<file path="config.mk">
export PLATFORM = sky130hd
export DESIGN_NAME = warp_starfield_projector_top
export DESIGN_NICKNAME = d
export VERILOG_FILES = /design/src/design/wsp_pkg.sv /design/src/design/warp_starfield_projector_top.sv /design/src/design/wsp_ram.sv /design/src/design/wsp_ctrl.sv /design/src/design/wsp_dp.sv
export SDC_FILE = /design/constraint.sdc
export NUM_CORES = 2
export LEC_CHECK = 0
export ABC_CLOCK_PERIOD_IN_PS = 10100
export BUFFER_PORTS_ARGS = -buffer_cell sky130_fd_sc_hd__buf_4
export CAP_MARGIN = 40
export CORE_MARGIN = 4
export CORE_UTILIZATION = 30
export DETAILED_ROUTE_END_ITERATION = 7
export PLACE_DENSITY = 0.4
export SYNTH_ARGS = -nofsm -noshare
export SYNTH_HDL_FRONTEND = slang
export SYNTH_HIERARCHICAL = 1
export SYNTH_SLANG_ARGS = --single-unit
</file>
<file path="constraint.sdc">
create_clock -name clk -period 10.1 [get_ports clk]
set_input_delay 3.03 -clock clk [delete_from_list [all_inputs] [get_ports clk]]
set_output_delay 3.03 -clock clk [all_outputs]
set_load 0.1 [all_outputs]
</file>
<file path="src/design/wsp_pkg.sv">
// Shared types, constants and helpers for the warp starfield projector.
// No dependencies; every other design file but wsp_ram imports this package.
`default_nettype none
package wsp_pkg;

    localparam int NUM_STARS   = 64;
    localparam int TABLE_DEPTH = 64;
    localparam int IDX_W       = $clog2(TABLE_DEPTH);
    localparam int XY_W        = 14;
    localparam int DEPTH_W     = 13;
    localparam int STAR_W      = 2 * XY_W + DEPTH_W;
    localparam int REG_W       = 13;
    localparam int DIV_W       = 24;
    localparam int DIV_CNT_W   = $clog2(DIV_W);

    localparam logic [31:0]        SEED_MULT  = 32'd2654435761;
    localparam logic [DEPTH_W-1:0] WRAP_DEPTH = 13'd4096;
    localparam logic [DEPTH_W-1:0] NEAR_STEP  = 13'd6;
    localparam logic [DEPTH_W-1:0] DEPTH_BASE = 13'd256;
    localparam logic [XY_W-1:0]    XY_BIAS    = 14'd4096;
    localparam logic [3:0]         COLOR_DIM  = 4'd7;
    localparam logic [3:0]         COLOR_BRT  = 4'd15;

    localparam logic [REG_W-1:0] WIDTH_RST  = 13'd320;
    localparam logic [REG_W-1:0] HEIGHT_RST = 13'd200;
    localparam logic [REG_W-1:0] PITCH_RST  = 13'd320;

    localparam logic [1:0] REG_WIDTH  = 2'd0;
    localparam logic [1:0] REG_HEIGHT = 2'd1;
    localparam logic [1:0] REG_PITCH  = 2'd2;

    localparam logic KIND_SEED  = 1'b0;
    localparam logic KIND_FRAME = 1'b1;

    typedef struct packed {
        logic        kind;
        logic [15:0] planet_id;
    } wsp_in_t;

    typedef struct packed {
        logic        visible;
        logic [23:0] pixel_offset;
        logic [3:0]  color;
        logic        last;
    } wsp_out_t;

    typedef enum logic [2:0] {
        ST_IDLE,
        ST_SEED,
        ST_RD,
        ST_UPD,
        ST_DIV,
        ST_PROJ,
        ST_MUL,
        ST_EMIT
    } wsp_state_t;

    // controller -> datapath
    typedef struct packed {
        logic             load_seed;
        logic             draw;
        logic [1:0]       phase;
        logic             upd;
        logic             div_step;
        logic             proj;
        logic             mul;
        logic             emit;
        logic             dim;
        logic             last;
        logic [IDX_W-1:0] idx;
    } wsp_cmd_t;

    // datapath -> controller
    typedef struct packed {
        logic out_room;
    } wsp_sts_t;

    // one xorshift32 step (13, 17, 5)
    function automatic logic [31:0] next_draw(input logic [31:0] s);
        logic [31:0] t;
        t = s ^ (s << 13);
        t = t ^ (t >> 17);
        t = t ^ (t << 5);
        return t;
    endfunction

endpackage
`default_nettype wire

</file>
<file path="src/design/warp_starfield_projector_top.sv">
// Top level of the warp starfield projector: controller plus datapath.
// Depends on wsp_pkg, wsp_ctrl, wsp_dp (and wsp_ram through wsp_dp).
//
// Takes one transaction at a time. A seed transaction (kind 0) draws x,
// y and depth for each star and gives no results. A frame transaction
// (kind 1) takes each star through read, update, the 24-step serial
// dividers (x and y in parallel), projection, row multiply and emit,
// which waits while the output is stalled. The block returns to idle
// before it takes the next transaction. Results leave one per star in
// table order through an output register; in_stall is high while an item is
// in progress. Configuration writes are taken at any time but are meant to
// land while the block is idle.
`default_nettype none
module warp_starfield_projector_top
    import wsp_pkg::*;
(
    input  wire logic             clk,
    input  wire logic             rst_n,
    input  wire logic             in_valid,
    output logic                  in_stall,
    input  wire wsp_in_t          in_data,
    output logic                  out_valid,
    input  wire logic             out_stall,
    output wsp_out_t              out_data,
    input  wire logic             cfg_we,
    input  wire logic [1:0]       cfg_index,
    input  wire logic [REG_W-1:0] cfg_data
);

    wsp_cmd_t cmd;
    wsp_sts_t sts;
    logic     busy;

    assign in_stall = busy;

    wsp_ctrl u_ctrl (
        .clk  (clk),
        .rst_n(rst_n),
        .start(in_valid && !busy),
        .kind (in_data.kind),
        .sts  (sts),
        .busy (busy),
        .cmd  (cmd)
    );

    wsp_dp u_dp (
        .clk      (clk),
        .rst_n    (rst_n),
        .cmd      (cmd),
        .planet_id(in_data.planet_id),
        .cfg_we   (cfg_we),
        .cfg_index(cfg_index),
        .cfg_data (cfg_data),
        .out_stall(out_stall),
        .out_valid(out_valid),
        .out_data (out_data),
        .sts      (sts)
    );

endmodule
`default_nettype wire

</file>
<file path="src/design/wsp_ram.sv">
// Generic single-write, single-read RAM with registered read data.
// No dependencies.
`default_nettype none
module wsp_ram #(
    parameter int WIDTH = 8,
    parameter int DEPTH = 64
) (
    input  wire logic                     clk,
    input  wire logic                     we,
    input  wire logic [$clog2(DEPTH)-1:0] waddr,
    input  wire logic [WIDTH-1:0]         wdata,
    input  wire logic [$clog2(DEPTH)-1:0] raddr,
    output logic      [WIDTH-1:0]         rdata
);

    logic [WIDTH-1:0] mem_reg [DEPTH];

    always_ff @(posedge clk)
    begin
        if (we)
        begin
            mem_reg[waddr] <= wdata;
        end
        rdata <= mem_reg[raddr];
    end

endmodule
`default_nettype wire

</file>
<file path="src/design/wsp_ctrl.sv">
// Sequencer for seeding and frame projection; drives the datapath by command.
// Depends on wsp_pkg.
`default_nettype none
module wsp_ctrl
    import wsp_pkg::*;
(
    input  wire logic     clk,
    input  wire logic     rst_n,
    input  wire logic     start,
    input  wire logic     kind,
    input  wire wsp_sts_t sts,
    output logic          busy,
    output wsp_cmd_t      cmd
);

    localparam logic [IDX_W-1:0]     LAST_IDX = IDX_W'(NUM_STARS - 1);
    localparam logic [DIV_CNT_W-1:0] DIV_LAST = DIV_CNT_W'(DIV_W - 1);

    wsp_state_t           state_reg, state_next;
    logic [IDX_W-1:0]     idx_reg, idx_next;
    logic [1:0]           phase_reg, phase_next;
    logic [DIV_CNT_W-1:0] cnt_reg, cnt_next;
    logic [1:0]           mod3_reg, mod3_next;

    // state register
    always_ff @(posedge clk or negedge rst_n)
    begin
        if (!rst_n)
        begin
            state_reg <= ST_IDLE;
            idx_reg   <= '0;
            phase_reg <= '0;
            cnt_reg   <= '0;
            mod3_reg  <= '0;
        end
        else
        begin
            state_reg <= state_next;
            idx_reg   <= idx_next;
            phase_reg <= phase_next;
            cnt_reg   <= cnt_next;
            mod3_reg  <= mod3_next;
        end
    end

    // next state and commands
    always_comb
    begin
        state_next   = state_reg;
        idx_next     = idx_reg;
        phase_next   = phase_reg;
        cnt_next     = cnt_reg;
        mod3_next    = mod3_reg;
        cmd          = '0;
        cmd.idx      = idx_reg;
        cmd.phase    = phase_reg;
        cmd.dim      = (mod3_reg == 2'd0);
        cmd.last     = (idx_reg == LAST_IDX);
        busy         = (state_reg != ST_IDLE);

        unique case (state_reg)
            ST_IDLE:
            begin
                idx_next   = '0;
                phase_next = '0;
                mod3_next  = '0;
                if (start)
                begin
                    if (kind == KIND_SEED)
                    begin
                        cmd.load_seed = 1'b1;
                        state_next    = ST_SEED;
                    end
                    else
                    begin
                        state_next = ST_RD;
                    end
                end
            end
            ST_SEED:
            begin
                cmd.draw = 1'b1;
                if (phase_reg == 2'd2)
                begin
                    phase_next = '0;
                    if (idx_reg == LAST_IDX)
                    begin
                        state_next = ST_IDLE;
                    end
                    else
                    begin
                        idx_next = idx_reg + 1'b1;
                    end
                end
                else
                begin
                    phase_next = phase_reg + 1'b1;
                end
            end
            ST_RD:
            begin
                state_next = ST_UPD;
            end
            ST_UPD:
            begin
                cmd.upd    = 1'b1;
                cnt_next   = '0;
                state_next = ST_DIV;
            end
            ST_DIV:
            begin
                cmd.div_step = 1'b1;
                cnt_next     = cnt_reg + 1'b1;
                if (cnt_reg == DIV_LAST)
                begin
                    state_next = ST_PROJ;
                end
            end
            ST_PROJ:
            begin
                cmd.proj   = 1'b1;
                state_next = ST_MUL;
            end
            ST_MUL:
            begin
                cmd.mul    = 1'b1;
                state_next = ST_EMIT;
            end
            ST_EMIT:
            begin
                if (sts.out_room)
                begin
                    cmd.emit  = 1'b1;
                    mod3_next = (mod3_reg == 2'd2) ? 2'd0 : mod3_reg + 1'b1;
                    if (idx_reg == LAST_IDX)
                    begin
                        state_next = ST_IDLE;
                    end
                    else
                    begin
                        idx_next   = idx_reg + 1'b1;
                        state_next = ST_RD;
                    end
                end
            end
            default:
            begin
                state_next = ST_IDLE;
            end
        endcase
    end

endmodule
`default_nettype wire

</file>
<file path="src/design/wsp_dp.sv">
// Datapath: config registers, star table, generator, serial dividers, output register.
// Depends on wsp_pkg and wsp_ram.
`default_nettype none
module wsp_dp
    import wsp_pkg::*;
(
    input  wire logic             clk,
    input  wire logic             rst_n,
    input  wire wsp_cmd_t         cmd,
    input  wire logic [15:0]      planet_id,
    input  wire logic             cfg_we,
    input  wire logic [1:0]       cfg_index,
    input  wire logic [REG_W-1:0] cfg_data,
    input  wire logic             out_stall,
    output logic                  out_valid,
    output wsp_out_t              out_data,
    output wsp_sts_t              sts
);

    // configuration registers
    logic [REG_W-1:0] width_reg, height_reg, pitch_reg;

    always_ff @(posedge clk or negedge rst_n)
    begin
        if (!rst_n)
        begin
            width_reg  <= WIDTH_RST;
            height_reg <= HEIGHT_RST;
            pitch_reg  <= PITCH_RST;
        end
        else if (cfg_we)
        begin
            unique case (cfg_index)
                REG_WIDTH:  width_reg  <= cfg_data;
                REG_HEIGHT: height_reg <= cfg_data;
                REG_PITCH:  pitch_reg  <= cfg_data;
                default:    ;
            endcase
        end
    end

    logic [REG_W-2:0] cx, cy;
    assign cx = width_reg[REG_W-1:1];
    assign cy = height_reg[REG_W-1:1];

    // generator
    logic [31:0]     rng_reg;
    logic [31:0]     draw_val;
    logic [XY_W-1:0] sx_seed_reg, sy_seed_reg;
    logic [16:0]     id_inc;
    logic [48:0]     seed_prod;

    assign draw_val  = next_draw(rng_reg);
    assign id_inc    = {1'b0, planet_id} + 17'd1;
    assign seed_prod = id_inc * SEED_MULT;

    always_ff @(posedge clk or negedge rst_n)
    begin
        if (!rst_n)
        begin
            rng_reg <= '0;
        end
        else if (cmd.load_seed)
        begin
            rng_reg <= seed_prod[31:0];
        end
        else if (cmd.draw)
        begin
            rng_reg <= draw_val;
        end
    end

    always_ff @(posedge clk)
    begin
        if (cmd.draw && cmd.phase == 2'd0)
        begin
            sx_seed_reg <= {1'b0, draw_val[12:0]} - XY_BIAS;
        end
        if (cmd.draw && cmd.phase == 2'd1)
        begin
            sy_seed_reg <= {1'b0, draw_val[12:0]} - XY_BIAS;
        end
    end

    // star table and per-entry valid bits
    logic                   ram_we;
    logic [STAR_W-1:0]      ram_wdata, ram_rdata;
    logic [TABLE_DEPTH-1:0] valid_reg;
    logic                   rd_valid_reg;
    logic [XY_W-1:0]        star_x, star_y;
    logic [DEPTH_W-1:0]     star_d, d_new;
    logic [DEPTH_W:0]       d_dec;

    assign star_x = rd_valid_reg ? ram_rdata[STAR_W-1 -: XY_W] : '0;
    assign star_y = rd_valid_reg ? ram_rdata[DEPTH_W +: XY_W] : '0;
    assign star_d = rd_valid_reg ? ram_rdata[DEPTH_W-1:0] : '0;
    assign d_dec  = {1'b0, star_d} - {1'b0, NEAR_STEP};
    assign d_new  = ($signed(d_dec) < 14'sd1) ? WRAP_DEPTH : d_dec[DEPTH_W-1:0];

    logic seed_wr;
    assign seed_wr = cmd.draw && cmd.phase == 2'd2;
    assign ram_we  = seed_wr || cmd.upd;

    always_comb
    begin
        if (seed_wr)
        begin
            ram_wdata = {sx_seed_reg, sy_seed_reg, DEPTH_BASE + {1'b0, draw_val[11:0]}};
        end
        else
        begin
            ram_wdata = {star_x, star_y, d_new};
        end
    end

    wsp_ram #(
        .WIDTH(STAR_W),
        .DEPTH(TABLE_DEPTH)
    ) u_table (
        .clk  (clk),
        .we   (ram_we),
        .waddr(cmd.idx),
        .wdata(ram_wdata),
        .raddr(cmd.idx),
        .rdata(ram_rdata)
    );

    always_ff @(posedge clk or negedge rst_n)
    begin
        if (!rst_n)
        begin
            valid_reg    <= '0;
            rd_valid_reg <= 1'b0;
        end
        else
        begin
            rd_valid_reg <= valid_reg[cmd.idx];
            if (ram_we)
            begin
                valid_reg[cmd.idx] <= 1'b1;
            end
        end
    end

    // products and restoring dividers, one quotient bit per cycle each
    logic signed [26:0]  px_prod, py_prod;
    logic [26:0]         px_mag, py_mag;
    logic                xneg_reg, yneg_reg;
    logic [DIV_W-1:0]    qx_reg, qy_reg;
    logic [DEPTH_W-1:0]  remx_reg, remy_reg, div_d_reg;
    logic [DEPTH_W:0]    remx_t, remy_t;

    assign px_prod = $signed(star_x) * $signed({1'b0, cx});
    assign py_prod = $signed(star_y) * $signed({1'b0, cy});
    assign px_mag  = px_prod[26] ? 27'(-px_prod) : px_prod;
    assign py_mag  = py_prod[26] ? 27'(-py_prod) : py_prod;
    assign remx_t  = {remx_reg, qx_reg[DIV_W-1]};
    assign remy_t  = {remy_reg, qy_reg[DIV_W-1]};

    always_ff @(posedge clk)
    begin
        if (cmd.upd)
        begin
            xneg_reg  <= px_prod[26];
            yneg_reg  <= py_prod[26];
            qx_reg    <= px_mag[DIV_W-1:0];
            qy_reg    <= py_mag[DIV_W-1:0];
            remx_reg  <= '0;
            remy_reg  <= '0;
            div_d_reg <= d_new;
        end
        else if (cmd.div_step)
        begin
            if (remx_t >= {1'b0, div_d_reg})
            begin
                remx_reg <= 13'(remx_t - {1'b0, div_d_reg});
                qx_reg   <= {qx_reg[DIV_W-2:0], 1'b1};
            end
            else
            begin
                remx_reg <= remx_t[DEPTH_W-1:0];
                qx_reg   <= {qx_reg[DIV_W-2:0], 1'b0};
            end
            if (remy_t >= {1'b0, div_d_reg})
            begin
                remy_reg <= 13'(remy_t - {1'b0, div_d_reg});
                qy_reg   <= {qy_reg[DIV_W-2:0], 1'b1};
            end
            else
            begin
                remy_reg <= remy_t[DEPTH_W-1:0];
                qy_reg   <= {qy_reg[DIV_W-2:0], 1'b0};
            end
        end
    end

    // projection about the centre, visibility, then row offset
    logic signed [DIV_W+1:0] sx_c, sy_c;
    logic signed [DIV_W+1:0] qx_s, qy_s;
    logic [12:0]             sx_reg, sy_reg;
    logic                    vis_reg;
    logic [24:0]             row_off_reg;
    logic [25:0]             row_prod;
    logic [24:0]             off_sum;

    assign qx_s = xneg_reg ? -$signed({2'b00, qx_reg}) : $signed({2'b00, qx_reg});
    assign qy_s = yneg_reg ? -$signed({2'b00, qy_reg}) : $signed({2'b00, qy_reg});
    assign sx_c = $signed({14'd0, cx}) + qx_s;
    assign sy_c = $signed({14'd0, cy}) + qy_s;

    // screen coordinates reach 13 bits when the canvas is wider than 4096
    assign row_prod = {13'd0, sy_reg} * {13'd0, pitch_reg};

    always_ff @(posedge clk)
    begin
        if (cmd.proj)
        begin
            vis_reg <= !sx_c[DIV_W+1] && !sy_c[DIV_W+1]
                && (sx_c < $signed({13'd0, width_reg}))
                && (sy_c < $signed({13'd0, height_reg}));
            sx_reg  <= sx_c[12:0];
            sy_reg  <= sy_c[12:0];
        end
        if (cmd.mul)
        begin
            row_off_reg <= row_prod[24:0];
        end
    end

    assign off_sum = row_off_reg + {12'd0, sx_reg};

    // output register
    logic out_valid_reg;

    always_ff @(posedge clk or negedge rst_n)
    begin
        if (!rst_n)
        begin
            out_valid_reg <= 1'b0;
        end
        else if (cmd.emit)
        begin
            out_valid_reg <= 1'b1;
        end
        else if (!out_stall)
        begin
            out_valid_reg <= 1'b0;
        end
    end

    always_ff @(posedge clk)
    begin
        if (cmd.emit)
        begin
            out_data.visible      <= vis_reg;
            out_data.pixel_offset <= vis_reg ? off_sum[23:0] : '0;
            out_data.color        <= cmd.dim ? COLOR_DIM : COLOR_BRT;
            out_data.last         <= cmd.last;
        end
    end

    assign out_valid    = out_valid_reg;
    assign sts.out_room = !out_valid_reg || !out_stall;

endmodule
`default_nettype wire

</file>
==> results_dict.tcl <==
set metrics [dict create \
    wire_per_inst_um 29.21 \
    finalHoldViolations 0 \
    grt_usage 0.1889 \
    die_h_um 705.5 \
    final_layout_size_suffix_gt1_frac 0.1867 \
    hpwlAfterDp_um 314300 \
    place.port_buffers 65 \
    required_ns 10.88 \
    clk_pin_slew_ns 0.06 \
    grt_pass1_vias 87010 \
    period_share 0.9061 \
    ys_seq_elements 3013 \
    critical_path_arrival_ns 9.94 \
    synth-warning-count 6 \
    largest_reg_flops 2624 \
    area_growth_pct 15.73 \
    topRoutingLayerUsed "met4" \
    wl_met3_um 20760 \
    max_slew_margin 0.2813 \
    crit_fanout 9 \
    fmax_mhz 109.3 \
    cpLargestDelayFamily "adder cells" \
    synthCells 9245 \
    synth_flop_cell "edfxtp_1" \
    synth_edf_count 2791 \
    cts_tree "built" \
    gp_congestion 0.8125 \
    firstDrtPassIters 6 \
    crit_path_top_delay_cell "fa_1" \
    drv_cap 0 \
    wl_met1_um 214200 \
    cts.path.max_buffers 4 \
    cts-resized-gates 0 \
    via_per_inst 5.081 \
    finalCriticalPeriod_ns 9.152 \
    finalSetupTns_ns 0 \
    synth_top_cell_by_area "edfxtp_1" \
    synthDominantCellAreaShare 0.5742 \
    antenna_found_initial 38 \
    wl_met2_um 229300 \
    maxSlewViolCount 0 \
    crit_buf_inv 6 \
    cpMostUsedCell "fa_1" \
    fin_skew_ns 0.06577 \
    startpoint "in_data[1]" \
    start_util 0.3018 \
    crit_path_end_kind "flop" \
    synth_cell_types 102 \
    synth_area_leaders "edfxtp_1, mux4_2, fa_1" \
    worstReg2RegStart "u_dp/rd_valid_reg$_DFF_PN0_" \
    clock_latency_ns 0.97 \
    cts_buffers 344 \
    ios 69 \
    clockRootBuffer "clkbuf_16" \
    die_area_um2 497800 \
    final-setup-viol-count 0 \
    criticalPathCategory "primary input to flop" \
    worst_slew_pin_slew_ns 1.078 \
    post-route-drc-count 0 \
    fin_nets 10650 \
    holdBufCountCts 0 \
    post-cts-setup-buffers 0 \
    cts_max_level 5 \
    hp-class "flop to flop" \
    drt_iter0_markers 7718 \
    synth_area_per_cell_um2 15.79 \
    grt_max_degree 134 \
    hold_path_startpoint "u_dp/valid_reg[41]$_DFFE_PN0P_" \
    critPathMaxStageDelay_ns 0.58 \
    ys_seq_area_frac 0.6100 \
    cp-start-kind "primary input" \
    routed_wl_um 477400 \
    rows 255 \
    status "complete, no violations" \
    die_x_um 705.5 \
    vias 83060 \
    ys_async_sr_fraction 0.05144 \
    rsz0062_at_grt "no" \
    grt_pass1_wl_um 674800 \
    grt_remaining_overflow 0 \
    drtAntennaViolNets 0 \
    coreArea_um2 483700 \
    netlist_area_um2 146000 \
    clock_sinks 3013 \
]
==> worst reg2reg max path, cell delays in order (launching register included) <==
cell and delay [ns]:
dfrtp_4 0.81, buf_12 0.40, nand2_1 0.42, nor2_1 0.42
fa_1 0.29, inv_1 0.08, fa_1 0.79, inv_1 0.26
fa_1 0.62, inv_1 0.11, fa_1 0.54, inv_1 0.05
fa_1 0.40, xnor2_1 0.18, xnor2_1 0.11, xnor2_1 0.28
xnor2_1 0.21, nor3_1 0.09, a211oi_1 0.32, o211a_1 0.66
inv_1 0.28, o21a_1 0.19, xnor2_1 0.22, a21oi_1 0.10
==> layout by cell type (no fill, tap or decap), types with 73 or more instances in the layout <==
cell type  Yosys  routed
xor2_1       128     124
fa_1         589     589
nor2_1       393     327
nand3_1       86      86
a21oi_1      265     263
and2_1       130     128
o21ai_0      168     144
xnor2_1      233     229
clkbuf_16      0     350
clkbuf_1     256      73
buf_4         51     361
clkinv_1       1      77
o22ai_1       99      99
ha_1         390     390
edfxtp_1    2791    2791
nand2_1      528     509
inv_1        939     938
mux2i_1       78      78
mux4_2       654     654
a22o_1        79      79
dfrtp_1      148     141
and3_1       134     133
==> through the flow <==
step                      utilization  hold slack (ns)  instances  area (um^2)  worst slack (ns)
final                          0.3492           0.4600      16350       168900            0.9480
after global routing           0.3491           0.4752      16330       168900            0.7167
after CTS                      0.3491           0.4586      16330       168800             1.097
after detailed placement       0.3264           0.4450      15710       157900           0.05488
after global placement         0.3218           0.4381      15580       155600          0.007269
after floorplan                     -           0.4278       9247       146000            0.7460
==> cells in the mapped netlist, drive strengths merged, types with 37 or more instances <==
cell type / instances
a211oi: 50
and2: 132
nand2: 529
inv: 940
a21o: 59
nand3: 86
dfrtp: 148
a21oi: 265
nand4: 37
xnor2: 234
o22ai: 100
fa: 589
o21bai: 67
mux4: 654
a22oi: 68
mux2i: 78
a221oi: 78
dfxtp: 67
clkbuf: 256
nor2b: 41
mux2: 41
and3: 135
a22o: 79
nor3: 53
o21ai: 170
edfxtp: 2791
ha: 390
nor2: 398
buf: 172
nand2b: 45
xor2: 128
==> per-layer routing <==
metal,track usage,up-vias
met5,0,-
met4,0.04929,0
met3,0.01902,542
met2,0.3134,2098
met1,0.2652,45050
li1,-,35380
==> cell type report <==
class,count,area [um^2]
diodes,18,45.04
clock buffers,427,9087
clock inverters,191,1897
fillers,46230,314800
inverters,941,3532
multi-input cells,4865,52370
flip-flops and latches,3013,89060
well taps,6425,8039
repair buffers,466,4888
==> cells by family (layout without fill, tap and decap cells) <==
logic type               count (synthesis)  in the layout  share of synthesized area
flip-flops                            3013           3013                     0.6100
AND/OR/NAND/NOR                       1601           1601                    0.05285
buffers and inverters                 1369           2025                    0.03835
AO/OA/AOI/OAI                         1147           1147                    0.05338
adder cells (fa/ha/maj)                979            979                     0.1142
multiplexers                           773            773                     0.1094
XOR/XNOR                               362            362                    0.02177
other                                    1             21                 0.00002569
==> path summary, 6_finish.rpt <==
kind	to	slack, ns	depth (start not counted)
setup / recovery	u_dp/rng_reg[29]$_DFFE_PN0P_	0.95	26
hold / removal	u_dp/valid_reg[41]$_DFFE_PN0P_	0.46	1
setup reg to reg	u_dp/qx_reg[21]$_DFFE_PP_	1.97	23
hold reg to reg	u_dp/valid_reg[41]$_DFFE_PN0P_	0.46	1
max in group asynchronous	u_dp/rd_valid_reg$_DFF_PN0_	6.82	3
min in group asynchronous	u_dp/out_valid$_DFFE_PN0P_	2.09	1
Power is not shown: default switching activity piles up to over one toggle a cycle in this logic, so the estimate is an artifact.
